$ cat src/design/ttt_pkg.sv
// Shared types and constants for the top-talker tracker.
// Used by ttt_cell, wifi_top_talker_tracker_top and the testbench; no dependencies.
package ttt_pkg;

	localparam int ADDR_W = 48;
	localparam int CNT_W  = 32;
	localparam int IDX_W  = 4;
	localparam int LVL_W  = 2;
	localparam int OP_W   = 2;
	localparam int REG_W  = 2;

	// operations
	localparam logic [OP_W-1:0] OP_FRAME = 2'd0;
	localparam logic [OP_W-1:0] OP_READ  = 2'd1;
	localparam logic [OP_W-1:0] OP_CLEAR = 2'd2;

	// configuration register indexes
	localparam logic [REG_W-1:0] REG_CAPTURE = 2'd0;
	localparam logic [REG_W-1:0] REG_FLOOD   = 2'd1;
	localparam logic [REG_W-1:0] REG_HIGH    = 2'd2;

	localparam logic [CNT_W-1:0] FLOOD_RST = 32'd100000;
	localparam logic [CNT_W-1:0] HIGH_RST  = 32'd50000;

	// 802.11 frame types
	localparam logic [1:0] TYPE_MGMT = 2'd0;
	localparam logic [1:0] TYPE_DATA = 2'd2;
	localparam logic [15:0] MIN_LEN  = 16'd24;

	// traffic levels
	localparam logic [LVL_W-1:0] LVL_NORMAL = 2'd0;
	localparam logic [LVL_W-1:0] LVL_HIGH   = 2'd1;
	localparam logic [LVL_W-1:0] LVL_FLOOD  = 2'd2;

	// command broadcast to every cell
	typedef struct packed {
		logic              clear;
		logic              match;
		logic              append;
		logic              sweep;
		logic [ADDR_W-1:0] key;
	} cell_ctrl_t;

endpackage

$ cat src/design/ttt_cell.sv
// One rank of the tracker table: address, count and hit mark, plus one
// stage of the read-out chain. Depends on ttt_pkg.
module ttt_cell #(
	parameter int TABLE_ENTRIES = 10,
	parameter int RANK = 0
) (
	input  logic                               clk,
	input  logic                               arst_n,
	input  ttt_pkg::cell_ctrl_t                ctrl,
	input  logic [$clog2(TABLE_ENTRIES+1)-1:0] step,
	input  logic [$clog2(TABLE_ENTRIES+1)-1:0] wr_rank,
	input  logic [$clog2(TABLE_ENTRIES+1)-1:0] used,
	input  logic [ttt_pkg::IDX_W-1:0]          rd_rank,
	input  logic [ttt_pkg::ADDR_W-1:0]         up_addr,
	input  logic [ttt_pkg::CNT_W-1:0]          up_count,
	input  logic [ttt_pkg::ADDR_W-1:0]         dn_addr,
	input  logic [ttt_pkg::CNT_W-1:0]          dn_count,
	input  logic                               dn_swap,
	input  logic [ttt_pkg::ADDR_W-1:0]         rd_in_addr,
	input  logic [ttt_pkg::CNT_W-1:0]          rd_in_count,
	output logic [ttt_pkg::ADDR_W-1:0]         addr,
	output logic [ttt_pkg::CNT_W-1:0]          count,
	output logic                               hit,
	output logic                               swap_up,
	output logic [ttt_pkg::ADDR_W-1:0]         rd_addr,
	output logic [ttt_pkg::CNT_W-1:0]          rd_count
);

	localparam int UW = $clog2(TABLE_ENTRIES + 1);
	localparam int CW = (UW > ttt_pkg::IDX_W) ? UW : ttt_pkg::IDX_W;

	logic [ttt_pkg::ADDR_W-1:0] addr_q;
	logic [ttt_pkg::CNT_W-1:0]  count_q;
	logic                       hit_q;
	logic [ttt_pkg::ADDR_W-1:0] rd_addr_q;
	logic [ttt_pkg::CNT_W-1:0]  rd_count_q;
	logic                       occupied;
	logic                       match_hit;
	logic                       at_lo;
	logic                       at_hi;

	assign occupied  = UW'(RANK) < used;
	assign match_hit = occupied && (addr_q == ctrl.key);
	// pair under the sweep is (step, step-1)
	assign at_lo     = step == UW'(RANK);
	assign at_hi     = step == UW'(RANK + 1);
	assign swap_up   = (RANK != 0) && hit_q && (count_q > up_count);

	always_ff @(posedge clk or negedge arst_n) begin
		if (!arst_n) begin
			addr_q  <= '0;
			count_q <= '0;
			hit_q   <= 1'b0;
		end else if (ctrl.clear) begin
			addr_q  <= '0;
			count_q <= '0;
			hit_q   <= 1'b0;
		end else if (ctrl.match) begin
			hit_q <= match_hit;
			if (match_hit && (count_q != '1)) begin
				count_q <= count_q + 1'b1;
			end
		end else if (ctrl.append) begin
			if (wr_rank == UW'(RANK)) begin
				addr_q  <= ctrl.key;
				count_q <= ttt_pkg::CNT_W'(1);
			end
		end else if (ctrl.sweep) begin
			if (at_lo && swap_up) begin
				addr_q  <= up_addr;
				count_q <= up_count;
				hit_q   <= 1'b0;
			end else if (at_hi && dn_swap) begin
				addr_q  <= dn_addr;
				count_q <= dn_count;
				hit_q   <= 1'b1;
			end
		end
	end

	// read-out chain: the selected rank injects, everyone else forwards
	always_ff @(posedge clk) begin
		if (CW'(rd_rank) == CW'(RANK)) begin
			rd_addr_q  <= addr_q;
			rd_count_q <= count_q;
		end else begin
			rd_addr_q  <= rd_in_addr;
			rd_count_q <= rd_in_count;
		end
	end

	assign addr     = addr_q;
	assign count    = count_q;
	assign hit      = hit_q;
	assign rd_addr  = rd_addr_q;
	assign rd_count = rd_count_q;

endmodule

$ cat src/design/wifi_top_talker_tracker_top.sv
// Top level of the top-talker tracker: control sequencer, totals,
// configuration registers and the row of ttt_cell ranks. Depends on ttt_pkg.
//
//  channel  signals                               transfer when
//  in       in_valid/in_ready + item fields       in_valid & in_ready
//  out      out_valid/out_ready + result fields   out_valid & out_ready
//  cfg      cfg_we, cfg_addr, cfg_wdata           cfg_we
//
// One item at a time. A frame with a table hit runs the bubble sweep, which
// walks one adjacent pair of ranks per cycle from the bottom pair up to the
// top pair. A table read shifts the entry out along the read-out chain.
// Reset clears table and totals and loads the default thresholds at once.
// A pending result sits in the output register; the next item is taken
// meanwhile and waits in its final state until the result slot frees.
module wifi_top_talker_tracker_top #(
	parameter int TABLE_ENTRIES = 10
) (
	input  logic                          clk,
	input  logic                          arst_n,
	input  logic                          in_valid,
	output logic                          in_ready,
	input  logic [ttt_pkg::OP_W-1:0]      operation,
	input  logic [15:0]                   frame_control,
	input  logic [15:0]                   frame_length,
	input  logic [ttt_pkg::ADDR_W-1:0]    second_address,
	input  logic [ttt_pkg::ADDR_W-1:0]    third_address,
	input  logic [ttt_pkg::IDX_W-1:0]     entry_index,
	output logic                          out_valid,
	input  logic                          out_ready,
	output logic                          frame_counted,
	output logic                          source_tracked,
	output logic [ttt_pkg::CNT_W-1:0]     total_frames,
	output logic [ttt_pkg::LVL_W-1:0]     traffic_level,
	output logic [ttt_pkg::IDX_W-1:0]     entries_in_use,
	output logic                          entry_valid,
	output logic [ttt_pkg::ADDR_W-1:0]    entry_address,
	output logic [ttt_pkg::CNT_W-1:0]     entry_count,
	input  logic                          cfg_we,
	input  logic [ttt_pkg::REG_W-1:0]     cfg_addr,
	input  logic [ttt_pkg::CNT_W-1:0]     cfg_wdata
);

	localparam int UW = $clog2(TABLE_ENTRIES + 1);
	localparam int CW = (UW > ttt_pkg::IDX_W) ? UW : ttt_pkg::IDX_W;

	localparam logic [2:0] ST_IDLE  = 3'd0;
	localparam logic [2:0] ST_EXEC  = 3'd1;
	localparam logic [2:0] ST_PLACE = 3'd2;
	localparam logic [2:0] ST_SWEEP = 3'd3;
	localparam logic [2:0] ST_READ  = 3'd4;
	localparam logic [2:0] ST_FIN   = 3'd5;

	logic [2:0]                  state_q;
	logic [UW-1:0]               step_q;
	logic [UW-1:0]               used_q;
	logic [ttt_pkg::CNT_W-1:0]   total_q;
	logic                        capture_q;
	logic [ttt_pkg::CNT_W-1:0]   flood_q;
	logic [ttt_pkg::CNT_W-1:0]   high_q;

	logic [ttt_pkg::OP_W-1:0]    op_q;
	logic [ttt_pkg::IDX_W-1:0]   idx_q;
	logic [ttt_pkg::ADDR_W-1:0]  key_q;
	logic                        frame_ok_q;
	logic                        track_ok_q;
	logic                        counted_q;
	logic                        tracked_q;

	logic                        out_valid_q;
	logic                        frame_counted_q;
	logic                        source_tracked_q;
	logic [ttt_pkg::CNT_W-1:0]   total_frames_q;
	logic [ttt_pkg::LVL_W-1:0]   traffic_level_q;
	logic [ttt_pkg::IDX_W-1:0]   entries_in_use_q;
	logic                        entry_valid_q;
	logic [ttt_pkg::ADDR_W-1:0]  entry_address_q;
	logic [ttt_pkg::CNT_W-1:0]   entry_count_q;

	logic                        accept;
	logic                        out_free;
	logic                        any_hit;
	logic                        read_ok;
	logic [1:0]                  ftype;
	logic [ttt_pkg::ADDR_W-1:0]  src;
	logic [UW-1:0]               wr_rank;
	ttt_pkg::cell_ctrl_t         ctrl;
	logic [ttt_pkg::LVL_W-1:0]   level;

	logic [ttt_pkg::ADDR_W-1:0]  cell_addr  [TABLE_ENTRIES];
	logic [ttt_pkg::CNT_W-1:0]   cell_count [TABLE_ENTRIES];
	logic [TABLE_ENTRIES-1:0]    cell_hit;
	logic [TABLE_ENTRIES-1:0]    cell_swap;
	logic [ttt_pkg::ADDR_W-1:0]  rd_addr    [TABLE_ENTRIES];
	logic [ttt_pkg::CNT_W-1:0]   rd_count   [TABLE_ENTRIES];

	assign in_ready = state_q == ST_IDLE;
	assign accept   = in_valid && in_ready;
	assign out_free = !out_valid_q || out_ready;
	assign any_hit  = |cell_hit;
	assign read_ok  = (op_q == ttt_pkg::OP_READ) && (CW'(idx_q) < CW'(used_q));

	// type in bits 3:2, fromDS in bit 9; data frames with fromDS set use address 3
	assign ftype = frame_control[3:2];
	assign src   = ((ftype == ttt_pkg::TYPE_DATA) && frame_control[9]) ?
		third_address : second_address;

	assign wr_rank = (used_q < UW'(TABLE_ENTRIES)) ? used_q : UW'(TABLE_ENTRIES - 1);

	always_comb begin
		ctrl.clear  = (state_q == ST_EXEC) && (op_q == ttt_pkg::OP_CLEAR);
		ctrl.match  = (state_q == ST_EXEC) && (op_q == ttt_pkg::OP_FRAME) && track_ok_q;
		ctrl.append = (state_q == ST_PLACE) && !any_hit;
		ctrl.sweep  = state_q == ST_SWEEP;
		ctrl.key    = key_q;
	end

	always_comb begin
		if (total_q > flood_q) begin
			level = ttt_pkg::LVL_FLOOD;
		end else if (total_q > high_q) begin
			level = ttt_pkg::LVL_HIGH;
		end else begin
			level = ttt_pkg::LVL_NORMAL;
		end
	end

	// item fields, latched at transfer
	always_ff @(posedge clk) begin
		if (accept) begin
			op_q       <= operation;
			idx_q      <= entry_index;
			key_q      <= src;
			frame_ok_q <= capture_q && (frame_length >= ttt_pkg::MIN_LEN);
			track_ok_q <= capture_q && (frame_length >= ttt_pkg::MIN_LEN) &&
				((ftype == ttt_pkg::TYPE_MGMT) || (ftype == ttt_pkg::TYPE_DATA)) &&
				!src[40];
		end
	end

	always_ff @(posedge clk or negedge arst_n) begin
		if (!arst_n) begin
			state_q   <= ST_IDLE;
			step_q    <= '0;
			used_q    <= '0;
			total_q   <= '0;
			counted_q <= 1'b0;
			tracked_q <= 1'b0;
		end else begin
			unique case (state_q)
				ST_IDLE: begin
					if (accept) begin
						state_q <= ST_EXEC;
					end
				end
				ST_EXEC: begin
					counted_q <= 1'b0;
					tracked_q <= 1'b0;
					case (op_q)
						ttt_pkg::OP_FRAME: begin
							if (frame_ok_q && (total_q != '1)) begin
								total_q   <= total_q + 1'b1;
								counted_q <= 1'b1;
							end
							tracked_q <= track_ok_q;
							state_q   <= track_ok_q ? ST_PLACE : ST_FIN;
						end
						ttt_pkg::OP_READ: begin
							step_q  <= '0;
							state_q <= ST_READ;
						end
						ttt_pkg::OP_CLEAR: begin
							total_q <= '0;
							used_q  <= '0;
							state_q <= ST_FIN;
						end
						default: begin
							state_q <= ST_FIN;
						end
					endcase
				end
				ST_PLACE: begin
					if (any_hit) begin
						step_q  <= UW'(TABLE_ENTRIES - 1);
						state_q <= ST_SWEEP;
					end else begin
						if (used_q < UW'(TABLE_ENTRIES)) begin
							used_q <= used_q + 1'b1;
						end
						state_q <= ST_FIN;
					end
				end
				ST_SWEEP: begin
					// bottom pair up to the (1,0) pair
					if (step_q == UW'(1)) begin
						state_q <= ST_FIN;
					end else begin
						step_q <= step_q - 1'b1;
					end
				end
				ST_READ: begin
					// the chain shifts until the selected entry reaches the last rank
					if (step_q == UW'(TABLE_ENTRIES)) begin
						state_q <= ST_FIN;
					end else begin
						step_q <= step_q + 1'b1;
					end
				end
				ST_FIN: begin
					if (out_free) begin
						state_q <= ST_IDLE;
					end
				end
				default: begin
					state_q <= ST_IDLE;
				end
			endcase
		end
	end

	always_ff @(posedge clk or negedge arst_n) begin
		if (!arst_n) begin
			out_valid_q <= 1'b0;
		end else if ((state_q == ST_FIN) && out_free) begin
			out_valid_q <= 1'b1;
		end else if (out_ready) begin
			out_valid_q <= 1'b0;
		end
	end

	always_ff @(posedge clk) begin
		if ((state_q == ST_FIN) && out_free) begin
			frame_counted_q  <= counted_q;
			source_tracked_q <= tracked_q;
			total_frames_q   <= total_q;
			traffic_level_q  <= level;
			entries_in_use_q <= ttt_pkg::IDX_W'(used_q);
			entry_valid_q    <= read_ok;
			entry_address_q  <= read_ok ? rd_addr[TABLE_ENTRIES-1] : '0;
			entry_count_q    <= read_ok ? rd_count[TABLE_ENTRIES-1] : '0;
		end
	end

	always_ff @(posedge clk or negedge arst_n) begin
		if (!arst_n) begin
			capture_q <= 1'b0;
			flood_q   <= ttt_pkg::FLOOD_RST;
			high_q    <= ttt_pkg::HIGH_RST;
		end else if (cfg_we) begin
			unique case (cfg_addr)
				ttt_pkg::REG_CAPTURE: capture_q <= cfg_wdata[0];
				ttt_pkg::REG_FLOOD:   flood_q   <= cfg_wdata;
				ttt_pkg::REG_HIGH:    high_q    <= cfg_wdata;
				default: begin
				end
			endcase
		end
	end

	genvar gi;
	generate
		for (gi = 0; gi < TABLE_ENTRIES; gi++) begin : g_rank
			logic [ttt_pkg::ADDR_W-1:0] up_addr;
			logic [ttt_pkg::CNT_W-1:0]  up_count;
			logic [ttt_pkg::ADDR_W-1:0] dn_addr;
			logic [ttt_pkg::CNT_W-1:0]  dn_count;
			logic                       dn_swap;
			logic [ttt_pkg::ADDR_W-1:0] rd_in_addr;
			logic [ttt_pkg::CNT_W-1:0]  rd_in_count;

			if (gi == 0) begin : g_first
				assign up_addr     = '0;
				assign up_count    = '0;
				assign rd_in_addr  = '0;
				assign rd_in_count = '0;
			end else begin : g_inner_up
				assign up_addr     = cell_addr[gi-1];
				assign up_count    = cell_count[gi-1];
				assign rd_in_addr  = rd_addr[gi-1];
				assign rd_in_count = rd_count[gi-1];
			end

			if (gi == TABLE_ENTRIES - 1) begin : g_last
				assign dn_addr  = '0;
				assign dn_count = '0;
				assign dn_swap  = 1'b0;
			end else begin : g_inner_dn
				assign dn_addr  = cell_addr[gi+1];
				assign dn_count = cell_count[gi+1];
				assign dn_swap  = cell_swap[gi+1];
			end

			ttt_cell #(
				.TABLE_ENTRIES(TABLE_ENTRIES),
				.RANK(gi)
			) u_cell (
				.clk         (clk),
				.arst_n      (arst_n),
				.ctrl        (ctrl),
				.step        (step_q),
				.wr_rank     (wr_rank),
				.used        (used_q),
				.rd_rank     (idx_q),
				.up_addr     (up_addr),
				.up_count    (up_count),
				.dn_addr     (dn_addr),
				.dn_count    (dn_count),
				.dn_swap     (dn_swap),
				.rd_in_addr  (rd_in_addr),
				.rd_in_count (rd_in_count),
				.addr        (cell_addr[gi]),
				.count       (cell_count[gi]),
				.hit         (cell_hit[gi]),
				.swap_up     (cell_swap[gi]),
				.rd_addr     (rd_addr[gi]),
				.rd_count    (rd_count[gi])
			);
		end
	endgenerate

	assign out_valid      = out_valid_q;
	assign frame_counted  = frame_counted_q;
	assign source_tracked = source_tracked_q;
	assign total_frames   = total_frames_q;
	assign traffic_level  = traffic_level_q;
	assign entries_in_use = entries_in_use_q;
	assign entry_valid    = entry_valid_q;
	assign entry_address  = entry_address_q;
	assign entry_count    = entry_count_q;

	// occupancy never passes the table size
	a_used_bound: assert property (@(posedge clk) disable iff (!arst_n)
		used_q <= UW'(TABLE_ENTRIES))
		else $error("occupancy above table size");

	// the sweep always carries exactly one marked entry
	a_sweep_one_hit: assert property (@(posedge clk) disable iff (!arst_n)
		(state_q == ST_SWEEP) |-> $onehot(cell_hit))
		else $error("sweep without a single hit mark");

	// a counted frame always reports a nonzero total
	a_counted_total: assert property (@(posedge clk) disable iff (!arst_n)
		(out_valid_q && frame_counted_q) |-> (total_frames_q != '0))
		else $error("counted frame with zero total");

	// a result is loaded only once the slot is free
	a_no_overwrite: assert property (@(posedge clk) disable iff (!arst_n)
		(out_valid_q && !out_ready && (state_q == ST_FIN)) |=> (state_q == ST_FIN))
		else $error("sequencer left final state with result slot busy");

endmodule

$ cat config.mk
export PLATFORM = sky130hd
export DESIGN_NAME = wifi_top_talker_tracker_top
export DESIGN_NICKNAME = d
export VERILOG_FILES = /design/src/design/ttt_pkg.sv /design/src/design/ttt_cell.sv /design/src/design/wifi_top_talker_tracker_top.sv
export SDC_FILE = /design/constraint.sdc
export NUM_CORES = 2
export LEC_CHECK = 0
export ABC_CLOCK_PERIOD_IN_PS = 5400
export BUFFER_PORTS_ARGS = -buffer_cell sky130_fd_sc_hd__buf_2
export CORE_ASPECT_RATIO = 0.9
export CORE_UTILIZATION = 55
export DETAILED_ROUTE_END_ITERATION = 10
export PLACE_DENSITY = 0.71
export SLEW_MARGIN = 0
export SYNTH_ARGS = -nofsm -noshare
export SYNTH_HDL_FRONTEND = slang
export SYNTH_SLANG_ARGS = --single-unit
export TNS_END_PERCENT = 30
$ cat constraint.sdc
create_clock -name clk -period 5.4 [get_ports clk]
set_input_delay 0.54 -clock clk [delete_from_list [all_inputs] [get_ports clk]]
set_output_delay 0.54 -clock clk [all_outputs]
set_load 0.1 [all_outputs]
==> Word level (Yosys, flattened, before mapping) <==
Cells that the tools add are included.
{ "word_totals": {"register_bits": 1898, "in_bits": 173, "out_inout_bits": 123, "word_cells": 599} }
{ "classes": {"n_addsub": 14, "n_lt_le_gt_ge": 24, "eq_ne": 103, "n_mux": 249, "reduce_logical": 136} }
{ "ops": {"columns": ["operator", "count"], "rows": [
  ["48-bit 2-to-1 mux", 78],
  ["32-bit 2-to-1 mux", 88],
  ["48-bit equality test", 10],
  ["32-bit by 1-bit adder with 32-bit output, second input constant", 11],
  ["32-bit greater-than comparator", 11],
  ["32-bit inequality test, second input constant", 11],
  ["4-bit AND reduction", 22],
  ["4-bit nonzero test", 20],
  ["1-bit 2-to-1 mux", 64],
  ["32-bit case mux with 2 select lines", 1],
  ["3-bit by 1-bit inequality test with 1-bit output, second input constant", 21],
  ["1-bit logical AND", 50],
  ["4-bit by 3-bit equality test with 1-bit output, second input constant", 12],
  ["4-bit by 1-bit inequality test with 1-bit output, second input constant", 10],
  ["5-bit nonzero test", 8],
  ["3-bit AND reduction", 11],
  ["4-bit 2-to-1 mux", 8],
  ["4-bit equality test, second input constant", 7],
  ["4-bit by 2-bit equality test with 1-bit output, second input constant", 6],
  ["3-bit 2-to-1 mux", 6],
  ["3-bit case mux with 6 select lines", 1],
  ["3-bit nonzero test", 6],
  ["16-bit by 5-bit >= comparator with 1-bit output, second input constant", 1],
  ["3-bit by 4-bit < comparator with 1-bit output, first input constant", 4],
  ["27 further kinds", 59]
]} }

==> Longest topological paths before layout <==
{ "depth": {"ltp_word": 9, "depth_mapped": 15, "depth_no_buf": 10} }

==> Hierarchy <==
A second synthesis with hierarchy kept.
{ "unflattened": {"cells_unflattened": 10402, "area_unflattened_um2": 105386.1} }
{ "modules_own_cells": {"columns": ["mod", "instances", "cells_each", "area_each_um2", "seq_area_each_um2"], "rows": [
  ["wifi_top_talker_tracker_top", 1, 1027, 13395.3, 8107.8],
  ["ttt_cell at g_rank[1].u_cell", 1, 989, 9929.5, 3628.5],
  ["ttt_cell at g_rank[2].u_cell", 1, 1011, 9585.4, 3628.5],
  ["ttt_cell at g_rank[7].u_cell", 1, 1038, 9464.1, 3628.5],
  ["ttt_cell at g_rank[5].u_cell", 1, 939, 9385.3, 3628.5],
  ["ttt_cell at g_rank[3].u_cell", 1, 917, 9307.7, 3628.5],
  ["ttt_cell at g_rank[9].u_cell", 1, 921, 9191.3, 3628.5],
  ["ttt_cell at g_rank[8].u_cell", 1, 933, 9168.8, 3628.5],
  ["ttt_cell at g_rank[4].u_cell", 1, 940, 9121.2, 3628.5],
  ["ttt_cell at g_rank[6].u_cell", 1, 930, 9116.2, 3628.5],
  ["ttt_cell at g_rank[0].u_cell", 1, 757, 7721.2, 3628.5]
]} }

==> Worst setup path before layout <==
No wires, ideal clock.
{ "synth_path": {"path_type": "reg-to-reg", "start": "reg state_q[0]", "end": "reg frame_ok_q (enable)", "setup_ns": 0.419, "t_arrival_ns": 4.361, "required_time_ns": 4.981, "path_slack_ns": 0.620, "path_stages_with_launch": 5, "cell_sequence": "dfrtp_1 -> buf_4 -> clkbuf_1 -> nor3_1 -> and2_1"} }
{ "synth_between": {"elab_chain_cells": 2} }
{ "synth_lines": {"columns": ["item", "line", "source"], "rows": [
  ["from (decl)", "wifi_top_talker_tracker_top.sv:53", "logic [2:0] state_q;"],
  ["from (signal assigned)", "wifi_top_talker_tracker_top.sv:165", "state_q <= track_ok_q ? ST_PLACE : ST_FIN;"],
  ["3-bit zero test", "wifi_top_talker_tracker_top.sv:96", "assign in_ready = state_q == ST_IDLE;"],
  ["named net in_ready", "wifi_top_talker_tracker_top.sv:21", "output logic in_ready,"],
  ["1-bit logical AND", "wifi_top_talker_tracker_top.sv:97", "assign accept = in_valid && in_ready;"],
  ["named net accept", "wifi_top_talker_tracker_top.sv:79", "logic accept;"],
  ["to (signal assigned)", "wifi_top_talker_tracker_top.sv:133", "frame_ok_q <= capture_q && (frame_length >= ttt_pkg::MIN_LEN);"],
  ["to (decl)", "wifi_top_talker_tracker_top.sv:64", "logic frame_ok_q;"]
]} }
The timed path passes the listed nets, and every way through them passes these cells.
A chain may end at the register's enable or synchronous reset.

==> Worst setup path in the final report <==
{ "layout_path": {"start": "reg key_q[11] in the netlist's numbering", "end": "reg g_rank[3].u_cell.count_q, in the netlist g_rank[3].u_cell.count[1]"} }
{ "layout_between": {"elab_chain_cells": 5} }
{ "layout_lines": {"columns": ["item", "line", "source"], "rows": [
  ["from (decl)", "wifi_top_talker_tracker_top.sv:63", "logic [ttt_pkg::ADDR_W-1:0] key_q;"],
  ["from (signal assigned)", "wifi_top_talker_tracker_top.sv:132", "key_q <= src;"],
  ["48-bit equality test", "ttt_cell.sv:43", "assign match_hit = occupied && (addr_q == ctrl.key);"],
  ["1-bit logical AND", "ttt_cell.sv:43", null],
  ["1-bit logical AND", "ttt_cell.sv:60", "if (match_hit && (count_q != '1)) begin"],
  ["3-bit by 1-bit inequality test with 1-bit output (no line)", null, null],
  ["4-bit AND reduction (no line)", null, null],
  ["to (signal assigned)", "ttt_cell.sv:61", "count_q <= count_q + 1'b1;"],
  ["to (signal assigned)", "ttt_cell.sv:66", "count_q <= ttt_pkg::CNT_W'(1);"],
  ["to (signal assigned)", "ttt_cell.sv:71", "count_q <= up_count;"],
  ["to (decl)", "ttt_cell.sv:33", "logic [ttt_pkg::CNT_W-1:0] count_q;"]
]} }
Every way passes these cells.

==> results.md <==
- Outcome: finished, violations left
- Failing checks: capacitance limit
- Die area: around 180000 um^2
- Cell area after synthesis: around 100000 um^2
- Total routed wirelength: roughly 370000 um
- Number of antenna violations at the first check in global routing: 29
- Design area: between 100000 and 150000 um^2
- Global-route wire length before repair: 542000 um
- CTS clk-pin slew, worst paths: approximately 0.07 ns
- Relative slew slack: 2.35%
- Classification of the worst-slack hold path: input port to flip-flop
- Number of standard cells in the final layout excluding fillers: 12600
- Final antenna-violating net count: 0
- Number of placement rows: ~150
- Arrival time of data at the critical path endpoint: ~5.2 ns
- Fraction of the yosys area taken by sequential cells: 44.9%
- Crit path kind: flip-flop to flip-flop
- Syn avg cell area: 9.96 um^2
- Maximum single-stage delay on the critical path: between 0.9 and 1 ns
- CTS buffer count: between 150 and 200
- Pre-CTS setup slack: about 1.1 ns
- Setup TNS Final: 0 ns
- PortBufs: roughly 280
- Count of final setup violators: 0
- Time the final worst path needs with I/O delays and setup: between 4 and 5 ns
- Area growth syn-to-layout: 11.4%
- Power density cells: between 300 and 400 nW/um^2
- WP buf/inv: 1
- Max Slew Vio Count: 0
- Largest net degree at the start of global routing: between 150 and 200
- Period utilization: a little over four fifths
- Clock insertion delay at the later pin of the skew report: just under 0.9 ns
- CTS tree: done
- Nets in the synthesized netlist: approximately 10000
- Kind of end point of the critical path: flip-flop
- Highest clock rate: between 200 and 250 MHz
- Cells along the critical path: xnor2_1, nand4_1, or4_1, nor4_1, o32ai_4, buf_4, a221oi_1, a21oi_1
- Number of post-CTS setup repair buffers: 0
- Category of cells accounting for the largest share of critical-path delay: simple AND/OR/NAND/NOR gates
- Routed via count: around 86000
- Cell type of the slowest stage on the worst timing path: sky130_fd_sc_hd__xnor2_1
- Slew @ Worst Pin: ~1.5 ns
- CP startpoint kind: flip-flop
- Count of H-tree levels built during CTS: 4
- Leakage power: roughly 0.048 uW
- Last weighted congestion value of the routability-driven placer: about 1.1
- Core outline area: ~180000 um^2
- Max Clock Skew: ~0.043 ns
- Cell count after synthesis: between 9000 and 10000
- Post-synth ARST share: around 49%
- Post-Route Utilization: roughly 60%
- Overall track demand over capacity in global routing: approximately two fifths
- Vias in the first global route: between 70000 and 80000
- Vias per cell: between 6 and 7
- Final nets: 10500
- Clock root cell: sky130_fd_sc_hd__clkbuf_16
- Final worst slack: roughly 0.88 ns
- X dimension of the die: roughly 450 um
- Top_reg_cell synth: sky130_fd_sc_hd__dfrtp_1
- 1st-iter DRT viols: around 13000
- Placed instance count: between 10000 and 15000
- Count of synthesis-stage warnings from yosys: 0
- Num ports: 296
- GR Overflow Total: 0
- Max Fanout on Critical Path: 47
- Number of synthesized flops with an enable pin: 177
- Seq cells post-synth: between 1500 and 2000
- Number of buffers on the longest clock path: 3
- WL/cell: 29.8 um
- Setup repair after global routing missed its margin: no
- Max Cap Violations: 1
- Initial Utilization: 55.4%
- First-pass detailed-route iteration total: 9
- Required arrival time at the worst endpoint: between 6 and 7 ns
- Share of post-route cells with drive strength above 1: between 10% and 20%
- Maximum vdd ir drop: 0.396 mV
- Count of final hold-check violations: 0
- Number of library cell types mapped by synthesis: ~100
- DP HPWL: approximately 250000 um
- Chip Height: just over 400 um
- Placement Cell Area: between 100000 and 150000 um^2
- Drt drc: 0
- # clock sinks: roughly 1900
==> kinds of logic (layout without fill, tap and decap cells) <==
kind of cell             count (synthesis)  after routing  share of synthesized area, %
other                                    0             11                             0
multiplexers                          1248           1248                          13.8
adder cells (fa/ha/maj)                374            374                          4.73
XOR/XNOR                               483            483                          4.27
AO/OA/AOI/OAI                         2157           2157                          14.7
AND/OR/NAND/NOR                       2692           2692                          13.2
buffers and inverters                 1086           1310                          4.48
flip-flops                            1898           1898                          44.9
==> state kept, by name, indices dropped and copies added (netlist names), 10 cells and up <==
signal	flops
key_q	48
g_rank.u_cell.hit	10
g_rank.u_cell.count	320
total_q	32
g_rank.u_cell.addr	480
entry_address	48
flood_q	32
total_frames	32
entry_count	32
high_q	32
g_rank.u_cell.rd_count	320
g_rank.u_cell.rd_addr	480
==> Yosys cell counts (41+ instances only) <==
cell	count	area (um^2)
sky130_fd_sc_hd__mux2_2	955	10800
sky130_fd_sc_hd__dfrtp_1	909	22700
sky130_fd_sc_hd__dfxtp_1	800	16000
sky130_fd_sc_hd__nor2_1	749	2810
sky130_fd_sc_hd__nand2_1	614	2300
sky130_fd_sc_hd__a21oi_1	465	2330
sky130_fd_sc_hd__clkbuf_1	454	1700
sky130_fd_sc_hd__inv_1	416	1560
sky130_fd_sc_hd__o21ai_0	410	2050
sky130_fd_sc_hd__ha_1	374	4680
sky130_fd_sc_hd__nor3_1	330	1650
sky130_fd_sc_hd__mux2i_1	285	2850
sky130_fd_sc_hd__xor2_1	250	2190
sky130_fd_sc_hd__xnor2_1	233	2040
sky130_fd_sc_hd__nand3_1	206	1030
sky130_fd_sc_hd__o41ai_1	193	1690
sky130_fd_sc_hd__nand4_1	192	1200
sky130_fd_sc_hd__and2_1	179	1120
sky130_fd_sc_hd__edfxtp_1	177	5320
sky130_fd_sc_hd__a21o_1	172	1290
sky130_fd_sc_hd__buf_2	157	786
sky130_fd_sc_hd__a2111oi_0	153	1340
sky130_fd_sc_hd__nor4_1	146	913
sky130_fd_sc_hd__o21ai_1	132	661
sky130_fd_sc_hd__a31oi_1	86	538
sky130_fd_sc_hd__a32oi_1	69	604
sky130_fd_sc_hd__and3_1	68	425
sky130_fd_sc_hd__o22ai_1	66	413
sky130_fd_sc_hd__o32a_1	61	611
sky130_fd_sc_hd__a22oi_1	54	405
sky130_fd_sc_hd__o31ai_1	41	308
==> cells in the final DEF (no fill, tap or decap), types with 153 or more instances in the layout <==
master                      instances
sky130_fd_sc_hd__a2111oi_0        153
sky130_fd_sc_hd__a21o_1           172
sky130_fd_sc_hd__a21oi_1          465
sky130_fd_sc_hd__and2_1           176
sky130_fd_sc_hd__buf_2            278
sky130_fd_sc_hd__clkbuf_16        208
sky130_fd_sc_hd__dfrtp_1          909
sky130_fd_sc_hd__dfxtp_1          800
sky130_fd_sc_hd__edfxtp_1         177
sky130_fd_sc_hd__ha_1             374
sky130_fd_sc_hd__inv_1            416
sky130_fd_sc_hd__mux2_2           955
sky130_fd_sc_hd__mux2i_1          285
sky130_fd_sc_hd__nand2_1          611
sky130_fd_sc_hd__nand3_1          206
sky130_fd_sc_hd__nand4_1          192
sky130_fd_sc_hd__nor2_1           742
sky130_fd_sc_hd__nor3_1           324
sky130_fd_sc_hd__o21ai_0          406
sky130_fd_sc_hd__o41ai_1          193
sky130_fd_sc_hd__xnor2_1          233
sky130_fd_sc_hd__xor2_1           250
==> per-stage QoR <==
step	hold WS, ns	power (uW)
2_1_floorplan	0.244	21900
3_3_place_gp	0.415	25100
3_5_place_dp	0.418	25200
4_1_cts	0.00171	39400
5_1_grt	0.0110	40600
6_report	0.0219	39800
==> report_power, final <==
part / internal, uW / switching (uW)
clock network: 8310 / 6030
registers: 15200 / 1100
logic: 2250 / 6930
==> repair_timing <==
item	4_1_cts	5_1_grt
hold buffers	95	0
setup endpoints to repair	0	0
gates resized for setup	0	0
hold endpoints to repair	141	0
==> layout make-up <==
class                   instances  area (um^2)
multi-input cells            6954        50500
well taps                    2384         2980
clock inverters               103         1120
flip-flops and latches       1898        44400
inverters                     420         1580
fillers                     14400        68400
diodes                         11         27.5
repair buffers                518         3980
clock buffers                 269         5630
==> routing by layer <==
metal | global-route usage (%) | wire (um) | vias up
li1 | - | - | 36400
met1 | 54.8 | 148000 | 41800
met2 | 54.4 | 148000 | 6391
met3 | 15.3 | 55600 | 1343
met4 | 19.7 | 21400 | 50
met5 | 0.927 | 609 | -
==> final timing paths <==
| path | end | depth (start not counted) | from | slack (ns) |
|---|---|---|---|---|
| max | g_rank[3].u_cell.count[1] | 8 | key_q[11] | 0.88 |
| min | key_q[34] | 2 | third_address[34] | 0.02 |
| max reg2reg | g_rank[3].u_cell.count[1] | 8 | key_q[11] | 0.88 |
| min reg2reg | g_rank[7].u_cell.rd_count[9] | 2 | g_rank[6].u_cell.rd_count[9] | 0.43 |
| max in group asynchronous | g_rank[9].u_cell.addr[3] | 3 | arst_n | 3.69 |
| min in group asynchronous | g_rank[9].u_cell.count[9] | 2 | arst_n | 0.25 |
No activity file was read; power rests on OpenSTA's default activity.
